==> config.mk <==
export PLATFORM = sky130hd
export DESIGN_NAME = pidd_div
export DESIGN_NICKNAME = d
export VERILOG_FILES = /design/src/rtl/pidd_pkg.sv /design/src/rtl/pidd_div.sv
export SDC_FILE = /design/constraint.sdc
export NUM_CORES = 1
export LEC_CHECK = 0
export BUFFER_PORTS_ARGS = -buffer_cell sky130_fd_sc_hd__clkbuf_2
export CAP_MARGIN = 10
export CORE_MARGIN = 2
export CORE_UTILIZATION = 40
export CTS_BUF_LIST = sky130_fd_sc_hd__clkbuf_4 sky130_fd_sc_hd__clkbuf_8
export CTS_CLUSTER_SIZE = 40
export DETAILED_ROUTE_END_ITERATION = 6
export PLACE_DENSITY = 0.59
export SYNTH_ARGS = -nofsm -noshare
export SYNTH_HDL_FRONTEND = slang
export SYNTH_SLANG_ARGS = --single-unit
==> constraint.sdc <==
create_clock -name clk -period 4.9 [get_ports clk]
set_input_delay 0.49 -clock clk [delete_from_list [all_inputs] [get_ports clk]]
set_output_delay 0.49 -clock clk [all_outputs]
set_load 0.02 [all_outputs]
==> src/rtl/pidd_pkg.sv <==
// Shared types and constants for the dual-output PID controller.
// Holds field widths, request and register codes, sequencer states and the
// multiply-accumulate control bundle. No dependencies.
package pidd_pkg;

  // Field widths.
  localparam int DATA_W    = 32;
  localparam int GAIN_W    = 32;
  localparam int REQ_W     = 2;
  localparam int CFG_IDX_W = 3;

  // Default integrator width (Q16.16 with extra integer headroom).
  localparam int INTEG_WIDTH_DEF = 48;

  // Drive the second output with the negated drive when set.
  localparam bit INVERT_SECOND = 1'b0;

  // Gains are Q8.24, so a gain product carries 24 extra fraction bits.
  localparam int FRAC_SHIFT = 24;

  // Shared multiplier operand and product widths.
  localparam int MUL_W  = 33;
  localparam int PROD_W = 2 * MUL_W;

  // Divider: output limit scaled by 2^24, divided by a 32-bit gain.
  localparam int DIV_NUM_W = DATA_W + FRAC_SHIFT;
  localparam int DIV_Q_W   = DIV_NUM_W + 1;

  // Signed range limits of a 32-bit field.
  localparam logic signed [DATA_W-1:0] DATA_MAX = 32'sh7FFF_FFFF;
  localparam logic signed [DATA_W-1:0] DATA_MIN = 32'sh8000_0000;

  // Output range defaults: -1.0 and +1.0 in Q16.16.
  localparam logic signed [DATA_W-1:0] OUT_MIN_RST = -32'sd65536;
  localparam logic signed [DATA_W-1:0] OUT_MAX_RST = 32'sd65536;

  // Request codes of an input beat.
  typedef enum logic [REQ_W-1:0] {
    REQ_SAMPLE  = 2'd0,
    REQ_ENABLE  = 2'd1,
    REQ_DISABLE = 2'd2,
    REQ_RESET   = 2'd3
  } req_t;

  // Configuration register indexes.
  typedef enum logic [CFG_IDX_W-1:0] {
    REG_PROP_GAIN     = 3'd0,
    REG_INTEG_GAIN    = 3'd1,
    REG_DERIV_GAIN    = 3'd2,
    REG_IN_RANGE_MIN  = 3'd3,
    REG_IN_RANGE_MAX  = 3'd4,
    REG_OUT_RANGE_MIN = 3'd5,
    REG_OUT_RANGE_MAX = 3'd6,
    REG_WRAP_MODE     = 3'd7
  } cfg_reg_t;

  // Sequencer states.
  typedef enum logic [4:0] {
    ST_IDLE,
    ST_CLAMP,
    ST_ERR,
    ST_WRAP,
    ST_CAND,
    ST_POT_LO,
    ST_POT_HI,
    ST_POT_DRAIN,
    ST_POT_CHK,
    ST_DIV,
    ST_SUM_CLR,
    ST_MUL_P,
    ST_MUL_IL,
    ST_MUL_IH,
    ST_MUL_D,
    ST_DRAIN,
    ST_SAT,
    ST_DONE
  } state_t;

  // Control bundle from the sequencer to the multiply-accumulate unit.
  typedef struct packed {
    logic clear;     // zero the accumulator
    logic issue;     // start a multiplication this cycle
    logic hi_shift;  // weight the product by 2^32 when it is added
  } mac_ctl_t;

endpackage

==> src/rtl/pidd_div.sv <==
// Signed divider for the anti-windup clamp: restoring division of a scaled
// output limit by the integral gain, one quotient bit per cycle.
// Depends on pidd_pkg for operand widths.
module pidd_div import pidd_pkg::*; (
  input  logic                      clk,
  input  logic                      rst,
  input  logic                      start,
  input  logic signed [DIV_NUM_W-1:0] num,
  input  logic signed [GAIN_W-1:0]  den,
  output logic                      done,
  output logic signed [DIV_Q_W-1:0] quot
);

  localparam int CntW = $clog2(DIV_NUM_W);

  logic                       prep;
  logic                       busy;
  logic [CntW-1:0]            cnt;
  logic signed [DIV_NUM_W-1:0] num_raw;
  logic signed [GAIN_W-1:0]   den_raw;
  logic [DIV_NUM_W-1:0]       qr;
  logic [GAIN_W-1:0]          dmag;
  logic [GAIN_W-1:0]          rem;
  logic                       neg;
  logic [GAIN_W:0]            shifted;
  logic [GAIN_W:0]            diff;
  logic                       fits;
  logic signed [DIV_Q_W-1:0]  qpos;

  // One restoring step: bring down the next dividend bit and try a subtract.
  always_comb begin
    shifted = {rem, qr[DIV_NUM_W-1]};
    fits    = shifted >= {1'b0, dmag};
    diff    = shifted - {1'b0, dmag};
    qpos    = $signed({1'b0, qr});
    quot    = neg ? -qpos : qpos;
  end

  // Control: latch, take magnitudes, then step once per bit.
  always_ff @(posedge clk) begin
    if (rst) begin
      prep <= 1'b0;
      busy <= 1'b0;
      done <= 1'b0;
      cnt  <= '0;
    end else begin
      done <= 1'b0;
      if (start) begin
        prep <= 1'b1;
      end else if (prep) begin
        prep <= 1'b0;
        busy <= 1'b1;
        cnt  <= '0;
      end else if (busy) begin
        cnt <= cnt + 1'b1;
        if (cnt == CntW'(DIV_NUM_W - 1)) begin
          busy <= 1'b0;
          done <= 1'b1;
        end
      end
    end
  end

  // Datapath: operand magnitudes, remainder and quotient shift register.
  always_ff @(posedge clk) begin
    if (start) begin
      num_raw <= num;
      den_raw <= den;
    end else if (prep) begin
      qr   <= num_raw[DIV_NUM_W-1] ? DIV_NUM_W'(-num_raw) : DIV_NUM_W'(num_raw);
      dmag <= den_raw[GAIN_W-1] ? GAIN_W'(-den_raw) : GAIN_W'(den_raw);
      neg  <= num_raw[DIV_NUM_W-1] ^ den_raw[GAIN_W-1];
      rem  <= '0;
    end else if (busy) begin
      rem <= fits ? diff[GAIN_W-1:0] : shifted[GAIN_W-1:0];
      qr  <= {qr[DIV_NUM_W-2:0], fits};
    end
  end

endmodule

# --- Word-level counts from Yosys, hierarchy flattened ---
# Cells that the tools add are included.
classes:
  eq_ne: 1
  bitwise_logic: 3
  n_addsub: 5
  muxes: 14
  reduce_logical: 4
  magnitude_cmp: 1
op_table:
  columns: ["op", "count"]
  rows:
  - ["$mux W56", 3]
  - ["$mux W32", 2]
  - ["$mux W57", 1]
  - ["$neg A56 Y57", 1]
  - ["$neg A56 Y56", 1]
  - ["$ge A33 B32 Y1", 1]
  - ["$neg A32 Y32", 1]
  - ["$sub A32 B32 Y32", 1]
  - ["$mux W31", 1]
  - ["$mux W6", 2]
  - ["$add A6 B1 Y6 const B", 1]
  - ["$eq A6 B6 Y1 const B", 1]
  - ["$mux W1", 5]
  - ["$reduce_and A2 Y1", 2]
  - ["$reduce_or A4 Y1", 1]
  - ["$not A1 Y1", 2]
  - ["$reduce_bool A2 Y1", 1]
  - ["$xor A1 B1 Y1", 1]
totals:
  wordCells: 39
  in_bits: 91
  regBits: 218

# --- Depth between registers and ports, before layout ---
logic_depth:
  word_depth: 4
  ltp_mapped: 13

# --- Least setup slack after synthesis ---
# OpenSTA, ideal clock, no wires.
synth_path:
  path_type: "register to register"
  startpoint: "register prep"
  endpoint: "register cnt[3]"
  period_less_slack_ps: 5119
  slack_ps: -219
  setup_ps: 64
  t_arrival_ps: 5055
  stages_incl_launch_ff: 7
  path_buffers: 1
  cell_sequence: "dfxtp_1 -> clkbuf_1 -> nor2_1 -> nor2_1 -> nand4_1 -> xor2_1 -> nor2_1"
synth_between:
  elab_chain_cells: 2
  elab_cells_between_ends: 3
synth_rtl:
  columns: ["item", "line_no", "source"]
  rows:
  - ["start: declaration", "pidd_div.sv:16", "logic prep;"]
  - ["start signal: assignment", "pidd_div.sv:42", "prep <= 1'b0;"]
  - ["start signal: assignment", "pidd_div.sv:49", "prep <= 1'b1;"]
  - ["start signal: assignment", "pidd_div.sv:51", "prep <= 1'b0;"]
  - ["$reduce_bool A2 Y1 (no line)", null, null]
  - ["$reduce_and A2 Y1 (no line)", null, null]
  - ["end signal: assignment", "pidd_div.sv:55", "cnt <= cnt + 1'b1;"]
  - ["end: declaration", "pidd_div.sv:18", "logic [CntW-1:0] cnt;"]
# Parallel ways exist; a longest one is shown, timed or not.
# A chain may end at the register's enable or synchronous reset.

# --- Worst setup path in the final report ---
layout_path:
  startpoint: "register qr[10]"
  endpoint: "output quot[55]"
layout_between:
  elab_chain_cells: 2
layout_rtl:
  columns: ["item", "line_no", "source"]
  rows:
  - ["start: declaration", "pidd_div.sv:21", "logic [DIV_NUM_W-1:0] qr;"]
  - ["start signal: assignment", "pidd_div.sv:70", "qr <= num_raw[DIV_NUM_W-1] ? DIV_NUM_W'(-num_raw) : DIV_NUM_W'(num_raw);"]
  - ["start signal: assignment", "pidd_div.sv:76", "qr <= {qr[DIV_NUM_W-2:0], fits};"]
  - ["$neg A56 Y57", "pidd_div.sv:36", "quot = neg ? -qpos : qpos;"]
  - ["$mux W57", "pidd_div.sv:36", null]
  - ["end: declaration", "pidd_div.sv:11", "output logic signed [DIV_Q_W-1:0] quot"]
# No other way between the ends.

==> metrics.cfg <==
[worst_setup_path]
critPathLaunch=qr[10]
critPathMaxFanout=6
crit_buf_inv=1
endpoint=quot[55]
cp_num_cells=9
critical-path-top-delay-family=simple AND/OR/NAND/NOR gates
cpPeakStageDelay_ns=0.57
cp.required_ns=4.41
ff2ff_path_depth=8
worstReg2RegEnd=qr[50]
critical_path_class=reg2out
r2r_setup_slack_ns=1.41
critical_path_arrival_ns=3.98
critPathLaunchType=flop
reg2reg_from=num_raw[20]
worstSetupEndpointType=output port
cp_cell_sequence=or4_4 > or4_4 > or3_1 > nor3_4 > nand3b_2 > or3_1 > o31ai_1 > xnor2_1 > clkbuf_2
cp_slowest_cell=or4_4

[global_routing]
grt_pass1_vias=8554
grt_overflow=0
grt_max_degree=80
antenna_found_initial=0
grt_pass1_wl_mm=44.2
track_usage_pct=16.6

[status]
status=completed

[synth]
synth_top_family_by_area=compound AO/OA/AOI/OAI gates
synth-compound-area-share_pct=15.3
synthSimpleGateAreaFrac_pct=13.8
async_flop_share_pct=0
synth-warning-count=0
syn-cell-area_sq_mm=0.0124
synth_mux_area_share_pct=0.444
synthesis.instances=1159
synth_area_leaders=edfxtp_1 51%, xnor2_1 7.1%, xor2_1 4.5%
yosys.cell_types.count=65
synth-edff-count=209
yosys.area_share.adder_pct=3.80
synth_ff_type=edfxtp_1
ys_ff_latch=218
avgSynthCellArea_sq_um=10.7
seq_area_frac_synth_pct=52.1
synth_xor_area_share_pct=11.6
synth_top_area_cell=edfxtp_1
synth_top_cell_area_share_pct=50.7
syn-num-nets=1287

[timing]
setup_viol_count_final=0
worst_pin_slew_ns=0.974
slew_headroom_pct=35.0
fmax_mhz=224
hold_ws_ns=0.135
hold_viol=0
finalSetupTns_ns=0
fin_ws_ns=0.432
rsz0062_at_grt=false
drv_slew=0
final.period_utilization_pct=91.2
skew_ns=0.0138
min_period_ns=4.47

[floorplan]
initial_core_util_pct=40.6
fp.coreArea_sq_mm=0.0305
dieHeight_microns=180
die_w_microns=180
num_io_pins=149
die_area_sq_mm=0.0324
rows=64

[place]
gp_congestion=0.859
dp_cells=1667
hpwl_mm=19.8
placedInstanceArea_sq_mm=0.0135
place_ws_ns=0.953
io_buffers=148

[layout]
area_delta_synth_final_pct=15.5
nFillCells=2822
final_util_pct=46.9
n_antenna_cell=0
final_nets=1439
final_cells=1734
drive_gt1_share_pct=18.5
fin_area_sq_mm=0.0143

[routing]
final_antenna_net_count=0
routed_wl_mm=27.5
drt_iter0_drc=692
via_count=9034
route.detailed.drc=0
via_per_inst=5.21
wl_per_cell_microns=15.9
detail_route.first_pass.iterations=5

[clock_network]
cts_tree=built
cts_max_level=2
hold_buffers=0
cts_buffer_depth=3
path_clk_slew_ns=0.06
postCtsSetupBuffers=0
ctsResizeCount=0
cts_buffers=38
ctsRootBufferMaster=clkbuf_8
numClockSinks=218
clk_latency_ns=0.53

[worst_hold_path]
hold_class=in2reg

[power_and_ir_drop]
leakage_nw=5.32
power_mw=4.77
peakVddDrop_v=0.000214
powerDensity_mw_per_mm2=333

[job]
drv_cap=0

-- layout make-up --
type | count | area (sq um) | share of cell area [%]
Clock buffer | 57 | 678 | 4.74
Timing Repair Buffer | 158 | 818 | 5.72
Tap cell | 396 | 495 | 3.46
Multi-Input combinational cell | 847 | 5580 | 39.0
Clock inverter | 10 | 96.3 | 0.673
Inverter | 48 | 180 | 1.26
Sequential cell | 218 | 6460 | 45.1
-- worst register-to-register path, cell delays in order (launching register included) --
cell	delay, ns
edfxtp_1	0.41
or4_1	0.60
nor4_1	0.37
nand4b_1	0.47
nand3b_1	0.39
or3_1	0.47
o31ai_1	0.26
xor2_1	0.17
a21oi_1	0.08
-- where the power goes --
part           internal (mW)  total, mW  leakage [nW]  switching, mW
sequential              2.21       2.33          2.05          0.121
clock                  0.987       1.71         0.410          0.722
combinational          0.312      0.734          2.86          0.422
total                   3.50       4.77          5.32           1.26
-- placed cells by master (no fill, tap or decap), types with 5 or more instances in the layout --
cell and count:
a21oi_1 96, inv_1 48, buf_4 11, clkinv_1 5, nand4b_1 5, edfxtp_1 209
a31oi_1 6, clkbuf_8 40, or4_1 14, nand3b_1 5, clkbuf_4 17, nand2_1 92
nor4_1 8, nand3_1 14, o41ai_1 21, xor2_1 63, o21ai_0 60, a21o_1 13
a211oi_1 12, or2_2 8, xnor2_1 101, o21a_1 7, clkbuf_2 147, ha_1 36
nor3_1 15, and3_1 6, nor2_1 104, nand2b_1 13, nor2b_1 9, dfxtp_1 8
o31ai_1 48, or3_1 26, nand4_1 11
-- routing by layer --
layer	vias up	global-route usage (%)	routed length [microns]
li1	4611	-	-
met1	4154	24.9	13600
met2	224	24.6	11800
met3	45	2.67	1520
met4	0	5.30	643
met5	-	0	0
-- registers in the layout, indices dropped and copies added (netlist names) --
| name | flops |
|---|---|
| busy | 1 |
| cnt | 6 |
| den_raw | 32 |
| dmag | 32 |
| done | 1 |
| neg | 1 |
| num_raw | 56 |
| prep | 1 |
| qr | 56 |
| rem | 32 |
-- cells in the mapped netlist, drive strengths merged (3+ instances only) --
library cell / number
edfxtp: 209
dfxtp: 9
a21oi: 96
nor4: 8
nand3: 14
nand2b: 13
a31oi: 6
o21a: 7
a211oi: 12
o21bai: 4
clkbuf: 41
a21o: 13
o31a: 4
xnor2: 101
or3: 26
o41ai: 22
mux2: 4
xor2: 63
nor3: 16
buf: 5
o21ai: 60
inv: 48
ha: 36
o221a: 3
nor2b: 9
nand3b: 6
and3: 6
o31ai: 48
or2: 10
nand4: 11
nand2: 92
nand4b: 5
nor2: 106
or4: 16
-- kinds of logic after synthesis --
kind of cell,Yosys count
buf+inv,94
xor+xnor,164
compound gates,295
fa+ha+maj,37
simple gates,346
flops,218
mux,5
-- how the worst min path moves through the flow --
stage                     from           to  cells after the start
floorplan           den_raw[0]      dmag[0]                      0
detailed placement      cnt[1]       cnt[1]                      2
CTS                     den[9]   den_raw[9]                      1
global placement        cnt[5]       cnt[5]                      2
finish                 num[34]  num_raw[34]                      1
global route           num[33]  num_raw[33]                      1
No activity file was read; power rests on OpenSTA's default activity.
