<file path="src/rtl/pidd_pkg.sv">
// Shared types and constants for the dual-output PID controller.
// Holds field widths, request and register codes, sequencer states and the
// multiply-accumulate control bundle. No dependencies.
package pidd_pkg;

  // Field widths.
  localparam int DATA_W    = 32;
  localparam int GAIN_W    = 32;
  localparam int REQ_W     = 2;
  localparam int CFG_IDX_W = 3;

  // Default integrator width (Q16.16 with extra integer headroom).
  localparam int INTEG_WIDTH_DEF = 48;

  // Drive the second output with the negated drive when set.
  localparam bit INVERT_SECOND = 1'b0;

  // Gains are Q8.24, so a gain product carries 24 extra fraction bits.
  localparam int FRAC_SHIFT = 24;

  // Shared multiplier operand and product widths.
  localparam int MUL_W  = 33;
  localparam int PROD_W = 2 * MUL_W;

  // Divider: output limit scaled by 2^24, divided by a 32-bit gain.
  localparam int DIV_NUM_W = DATA_W + FRAC_SHIFT;
  localparam int DIV_Q_W   = DIV_NUM_W + 1;

  // Signed range limits of a 32-bit field.
  localparam logic signed [DATA_W-1:0] DATA_MAX = 32'sh7FFF_FFFF;
  localparam logic signed [DATA_W-1:0] DATA_MIN = 32'sh8000_0000;

  // Output range defaults: -1.0 and +1.0 in Q16.16.
  localparam logic signed [DATA_W-1:0] OUT_MIN_RST = -32'sd65536;
  localparam logic signed [DATA_W-1:0] OUT_MAX_RST = 32'sd65536;

  // Request codes of an input beat.
  typedef enum logic [REQ_W-1:0] {
    REQ_SAMPLE  = 2'd0,
    REQ_ENABLE  = 2'd1,
    REQ_DISABLE = 2'd2,
    REQ_RESET   = 2'd3
  } req_t;

  // Configuration register indexes.
  typedef enum logic [CFG_IDX_W-1:0] {
    REG_PROP_GAIN     = 3'd0,
    REG_INTEG_GAIN    = 3'd1,
    REG_DERIV_GAIN    = 3'd2,
    REG_IN_RANGE_MIN  = 3'd3,
    REG_IN_RANGE_MAX  = 3'd4,
    REG_OUT_RANGE_MIN = 3'd5,
    REG_OUT_RANGE_MAX = 3'd6,
    REG_WRAP_MODE     = 3'd7
  } cfg_reg_t;

  // Sequencer states.
  typedef enum logic [4:0] {
    ST_IDLE,
    ST_CLAMP,
    ST_ERR,
    ST_WRAP,
    ST_CAND,
    ST_POT_LO,
    ST_POT_HI,
    ST_POT_DRAIN,
    ST_POT_CHK,
    ST_DIV,
    ST_SUM_CLR,
    ST_MUL_P,
    ST_MUL_IL,
    ST_MUL_IH,
    ST_MUL_D,
    ST_DRAIN,
    ST_SAT,
    ST_DONE
  } state_t;

  // Control bundle from the sequencer to the multiply-accumulate unit.
  typedef struct packed {
    logic clear;     // zero the accumulator
    logic issue;     // start a multiplication this cycle
    logic hi_shift;  // weight the product by 2^32 when it is added
  } mac_ctl_t;

endpackage

</file>
<file path="src/rtl/pidd_mac.sv">
// Shared multiply-accumulate unit: one registered 33x33 signed multiplier
// whose registered product feeds a wide accumulator register.
// Depends on pidd_pkg for operand widths and the control bundle.
module pidd_mac import pidd_pkg::*; #(
  parameter int ACC_W = INTEG_WIDTH_DEF + 34
) (
  input  logic                    clk,
  input  logic                    rst,
  input  mac_ctl_t                ctl,
  input  logic signed [MUL_W-1:0] op_a,
  input  logic signed [MUL_W-1:0] op_b,
  output logic signed [ACC_W-1:0] acc
);

  logic signed [PROD_W-1:0] prod;
  logic                     prod_vld;
  logic                     prod_hi;
  logic signed [ACC_W-1:0]  term;

  // Product stage.
  always_ff @(posedge clk) begin
    if (rst) begin
      prod_vld <= 1'b0;
      prod_hi  <= 1'b0;
    end else begin
      prod_vld <= ctl.issue;
      prod_hi  <= ctl.hi_shift;
    end
    if (ctl.issue) begin
      prod <= op_a * op_b;
    end
  end

  // Upper partial products land 32 bits higher.
  always_comb begin
    if (prod_hi) begin
      term = ACC_W'(prod) <<< 32;
    end else begin
      term = ACC_W'(prod);
    end
  end

  // Accumulate stage.
  always_ff @(posedge clk) begin
    if (rst || ctl.clear) begin
      acc <= '0;
    end else if (prod_vld) begin
      acc <= acc + term;
    end
  end

endmodule

</file>
<file path="config.mk">
export PLATFORM = sky130hd
export DESIGN_NAME = pidd_mac
export DESIGN_NICKNAME = d
export VERILOG_FILES = /design/src/rtl/pidd_pkg.sv /design/src/rtl/pidd_mac.sv
export SDC_FILE = /design/constraint.sdc
export NUM_CORES = 2
export LEC_CHECK = 0
export ABC_CLOCK_PERIOD_IN_PS = 9750
export BUFFER_PORTS_ARGS = -buffer_cell sky130_fd_sc_hd__buf_2
export CAP_MARGIN = 40
export CORE_ASPECT_RATIO = 0.5
export CORE_UTILIZATION = 65
export DETAILED_ROUTE_END_ITERATION = 16
export HOLD_SLACK_MARGIN = 0.08
export PLACE_DENSITY = 0.83
export SYNTH_ARGS = -nofsm -noshare
export SYNTH_HDL_FRONTEND = slang
export SYNTH_SLANG_ARGS = --single-unit
</file>
<file path="constraint.sdc">
create_clock -name clk -period 9.75 [get_ports clk]
set_clock_uncertainty 0.05 [all_clocks]
set_input_delay 1.4625 -clock clk [delete_from_list [all_inputs] [get_ports clk]]
set_output_delay 1.4625 -clock clk [all_outputs]
set_load 0.005 [all_outputs]
</file>
======== Word level (Yosys, flattened, before mapping) ========
Index checks and enable logic that the tools add are counted.
storage, ports and cells
  bits in registers ....................... 150
  word-level logic and storage cells ...... 8
  input port bits ......................... 71
operators by class
  $add $sub $neg .......................... 1
  reduce and logical (&&, ||, !) cells .... 1
  multiply operators ...................... 1
  muxes and demuxes ....................... 1
operators with widths
  cell                          number
  adder 82 bit                  1
  2-to-1 mux 82 bit             1
  multiplier 33 x 33 -> 66 bit  1
  logical OR 1 bit              1

======== Depth between registers and ports, before layout ========
  depth after elaboration ................. 2
  depth in mapped cells ................... 31
  gate-level depth less buffers ........... 29

======== Worst setup path before layout ========
Ideal clock, no wire load.
  path kind ............................... input -> register
  start point ............................. in op_a[32]
  end point ............................... reg prod[64], data pin
  required time ........................... 9.442 ns
  slack ................................... 0.669 ns
  cell stages on the path ................. 25
  arrival time ............................ 8.774 ns
  cell sequence ........................... clkbuf_1 -> nand2_1 -> inv_1 -> fa_1 -> fa_1 -> inv_1 -> fa_1 -> inv_1 -> fa_1 -> inv_1 -> fa_1 -> fa_1 -> fa_1 -> fa_1 -> inv_1 -> ha_1 -> a21o_1 -> a21oi_1 -> o21ai_0 -> a21o_1 -> a31o_1 -> a32o_1 -> a311o_1 -> a21oi_1 -> xnor2_1
on the way
  word-level cells in the longest chain between the ends .. 1
ends and longest elaborated chain
  what                          RTL line        source
  from (decl)                   pidd_mac.sv:10  input logic signed [MUL_W-1:0] op_a,
  multiplier 33 x 33 -> 66 bit  pidd_mac.sv:30  prod <= op_a * op_b;
  to (signal assigned)          pidd_mac.sv:30
  to (decl)                     pidd_mac.sv:15  logic signed [PROD_W-1:0] prod;
Every way passes these cells.
A chain may end at the register's enable or synchronous reset.

======== Worst setup path after layout ========
  start point ............................. in op_a[12]
  end point ............................... reg prod[62], data pin
Same word-level chain as after synthesis.

==> metrics.md <==
| Metric | Value |
|---|---|
| Horiz. Die Dim | `~390 um` |
| Final Critical Period | `between 9 and 10 ns` |
| Critical Path Fanout Max | `28` |
| Post-CTS Repair Setup Buffers | `0` |
| CORE AREA | `approximately 0.074 mm2` |
| Synth area leaders | `sky130_fd_sc_hd__fa_1, sky130_fd_sc_hd__inv_1, sky130_fd_sc_hd__ha_1, sky130_fd_sc_hd__and2_1, sky130_fd_sc_hd__nand2_1` |
| Number of antenna violations at the first check in global routing | `12` |
| Count of instances resized after the clock tree is built | `0` |
| Number of buffers inserted during clock tree synthesis | `17` |
| Max-cap violations | `0` |
| Vias | `37.81k` |
| Wire per inst | `between 20 and 25 um` |
| Routability Congestion | `roughly 1.0` |
| Worst reg2reg startpoint | `prod_hi` |
| Most common flop cell mapped by yosys | `sky130_fd_sc_hd__dfxtp_1` |
| Min-Delay Path Class | `reg -> reg` |
| Proportion of layout cells with a drive suffix above 1 | `0.06606` |
| Hold buffer count at CTS | `0` |
| Count of boundary I/O pins | `between 150 and 200` |
| Crit start category | `input port` |
| Fmax | `roughly 110 MHz` |
| Library cell occupying the most area in the post-synthesis netlist | `sky130_fd_sc_hd__fa_1` |
| Average instance area after synthesis | `between 9 and 10 um2` |
| Vias in the first global route | `a little over 40k` |
| Measured slew at the worst slew-check pin | `roughly 0.94 ns` |
| Utilization after layout | `0.6968` |
| Data required, critical path | `9.90 ns` |
| Worst Hold Launch | `acc[65]` |
| Count of H-tree levels built during CTS | `4` |
| Unique masters post-synth | `between 70 and 80` |
| Critical setup path kind | `in -> reg` |
| Global-route wire length before repair | `~220000 um` |
| Setup TNS | `0 ns` |
| Global route total overflow | `0` |
| Max_slew headroom | `0.3702` |
| Tcrit/Tclk final | `0.9731` |
| Die span in y | `roughly 200 um` |
| Router iterations before antenna repair | `8` |
| Number of enable flip-flop cells after synthesis | `66` |
| Number of slew-limit violations in the final report | `0` |
| Final setup violation count | `0` |
| Detailed Route Iter0 Violations | `~3.6k` |
| Number of DRC violations after detailed routing | `0` |
| Post-placement worst setup slack | `~0.032 ns` |
| Per-cell via count in the routed design | `5.917` |
| Number of port buffers | `152` |
| Cell count after synthesis | `between 5k and 6k` |
| Pin count of the biggest net entering global routing | `between 70 and 80` |
| Final Hold Viols | `0` |
| DIE AREA | `approximately 0.077 mm2` |
| HPWL after detailed placement | `114200 um` |
| Number of rows created at floorplan | `70` |
| Latest clock arrival within the worst-skew pair | `about 0.45 ns` |
| Proportion of netlist area held by the largest area contributor | `0.4682` |
| Synth Cell Area | `approximately 0.049 mm2` |
| Yosys warning total | `0` |
| Clock Path Buffers | `2` |
| Total GRT Usage | `0.3813` |
| Net count after synthesis | `slightly below 7k` |
| TritonCTS clock tree | `built` |
| Relative area change from synthesis to final layout | `5.003%` |
| Initial core utilization | `0.6636` |
| Register bit total from synthesis | `150` |
| Post-route ant nets | `0` |
| Most numerous cell on the critical path | `sky130_fd_sc_hd__fa_1` |
| Result of the run | `finished, final reports clean` |
| Clock edge transition at the registers on the reported setup and hold paths | `~0.07 ns` |
| Layout filler cell count | `~5.5k` |
| Clock root buffer | `sky130_fd_sc_hd__clkbuf_16` |
| Number of clock sinks | `150` |
| Worst Slack Setup Final | `between 0.2 and 0.3 ns` |
| Data arrival at the endpoint of the critical path | `9.64 ns` |
| Total Routed Length | `around 140000 um` |
| Critical Path Sink Type | `register` |
| Setup repair after global routing missed its margin | `no` |
| Share of synthesized flip-flops with an asynchronous set or reset | `0` |
| Cell with the largest stage delay on the worst path | `sky130_fd_sc_hd__a211oi_1` |
| Number of nets in the finished design | `just under 7k` |
| Seq/Total Area, Yosys | `0.07477` |
| CP peak stage delay | `roughly 0.67 ns` |
| Timing startpoint of the critical path | `op_a[12]` |
## synth_stat cells (6+ instances only)
master                     count
sky130_fd_sc_hd__xnor2_1      93
sky130_fd_sc_hd__dfxtp_1      84
sky130_fd_sc_hd__and2_1      559
sky130_fd_sc_hd__buf_1         8
sky130_fd_sc_hd__o31ai_1      10
sky130_fd_sc_hd__a31oi_1      24
sky130_fd_sc_hd__and3_1       15
sky130_fd_sc_hd__nand4_1      31
sky130_fd_sc_hd__inv_1      1162
sky130_fd_sc_hd__nor3_1       11
sky130_fd_sc_hd__a21o_1       75
sky130_fd_sc_hd__a211o_1       8
sky130_fd_sc_hd__nand2_1     690
sky130_fd_sc_hd__nor4_1        6
sky130_fd_sc_hd__fa_1       1146
sky130_fd_sc_hd__ha_1        298
sky130_fd_sc_hd__mux2_2       33
sky130_fd_sc_hd__mux2i_1      46
sky130_fd_sc_hd__nand3_1      32
sky130_fd_sc_hd__nand2b_1     23
sky130_fd_sc_hd__o21bai_1     16
sky130_fd_sc_hd__o21ai_1       6
sky130_fd_sc_hd__xor2_1       58
sky130_fd_sc_hd__nor2_1      136
sky130_fd_sc_hd__a21oi_1     156
sky130_fd_sc_hd__clkbuf_1    266
sky130_fd_sc_hd__edfxtp_1     66
sky130_fd_sc_hd__o211ai_1      7
sky130_fd_sc_hd__nor2b_1      48
sky130_fd_sc_hd__o21ai_0     117
sky130_fd_sc_hd__o21a_1       23
sky130_fd_sc_hd__a211oi_1     12
## cell families (layout without fill, tap and decap cells)
logic type	count (synthesis)	in the layout	share of synthesized area
simple gates	1569	1569	0.1576
fa+ha+maj	1444	1444	0.5443
buf+inv	1441	1460	0.1106
compound gates	521	521	0.06872
xor+xnor	151	151	0.02699
flops	150	150	0.07477
mux	79	79	0.01698
other cells	0	9	0
## path summary, 6_finish.rpt
check	end	slack, ns	cells after the start
hold reg to reg	acc[65]	0.43	2
setup reg to reg	acc[76]	4.39	14
setup / recovery	prod[62]	0.26	27
hold / removal	acc[65]	0.43	2
## metrics by stage
| stage | std cells | hold slack, ns | area [um2] |
|---|---|---|---|
| floorplan | 5355 | 0.4086 | 49000 |
| global placement | 6348 | 0.4022 | 50840 |
| detailed placement | 6350 | 0.4278 | 50880 |
| CTS | 6382 | 0.4338 | 51420 |
| global route | 6387 | 0.4502 | 51440 |
| finish | 6391 | 0.4329 | 51450 |
## layer usage
layer	up-vias	wire length, um	share of wire	global-route usage
li1	16029	-	-	-
met1	19015	52380	0.38	0.5063
met2	2249	62380	0.45	0.6019
met3	512	16600	0.12	0.09496
met4	8	6941	0.050	0.1614
met5	-	50	0.00036	0
## sequential cells by signal, indices dropped and copies added, names as in the netlist
name	count
prod_vld	1
prod_hi	1
acc	82
prod	66
## cell type report
| cell class | instances | area [um2] | area share |
|---|---|---|---|
| Antenna cell | 9 | 22.52 | 0.0004378 |
| Clock buffer | 21 | 471.7 | 0.009169 |
| Clock inverter | 11 | 75.07 | 0.001459 |
| Inverter | 1162 | 4362 | 0.08478 |
| Multi-Input combinational cell | 3764 | 39920 | 0.7759 |
| Sequential cell | 150 | 3666 | 0.07126 |
| Tap cell | 1008 | 1261 | 0.02451 |
| Timing Repair Buffer | 266 | 1669 | 0.03244 |
## critical path, delay by kind of cell
kind / cells / cell delay (ns)
xor gates and xnor gates: 1 / 0.11
adders and majority gates: 9 / 4.38
buffers and inverters: 6 / 1.32
AOI/OAI and AO/OA: 7 / 1.89
and+or+nand+nor: 4 / 0.46
## placed cells by master, fill, tap and decap left out, types with 7 or more instances in the layout
cell,n
sky130_fd_sc_hd__a21oi_1,156
sky130_fd_sc_hd__buf_4,110
sky130_fd_sc_hd__nand2_1,690
sky130_fd_sc_hd__xor2_1,58
sky130_fd_sc_hd__nand4_1,31
sky130_fd_sc_hd__edfxtp_1,66
sky130_fd_sc_hd__inv_1,1162
sky130_fd_sc_hd__a211o_1,8
sky130_fd_sc_hd__o31ai_1,10
sky130_fd_sc_hd__nor2_1,135
sky130_fd_sc_hd__nor2b_1,48
sky130_fd_sc_hd__a21o_1,75
sky130_fd_sc_hd__fa_1,1146
sky130_fd_sc_hd__mux2i_1,46
sky130_fd_sc_hd__diode_2,9
sky130_fd_sc_hd__o21ai_0,117
sky130_fd_sc_hd__nand3_1,32
sky130_fd_sc_hd__buf_2,152
sky130_fd_sc_hd__mux2_2,33
sky130_fd_sc_hd__a31oi_1,24
sky130_fd_sc_hd__clkbuf_16,18
sky130_fd_sc_hd__dfxtp_1,82
sky130_fd_sc_hd__and2_1,559
sky130_fd_sc_hd__and3_1,15
sky130_fd_sc_hd__o211ai_1,7
sky130_fd_sc_hd__o21bai_1,16
sky130_fd_sc_hd__nand2b_1,23
sky130_fd_sc_hd__xnor2_1,93
sky130_fd_sc_hd__ha_1,298
sky130_fd_sc_hd__a211oi_1,12
sky130_fd_sc_hd__nor3_1,11
sky130_fd_sc_hd__o21a_1,23
Power is left out: the tool's default activity adds up to more than one toggle a clock period on the data nets, which glitch-free logic cannot reach.
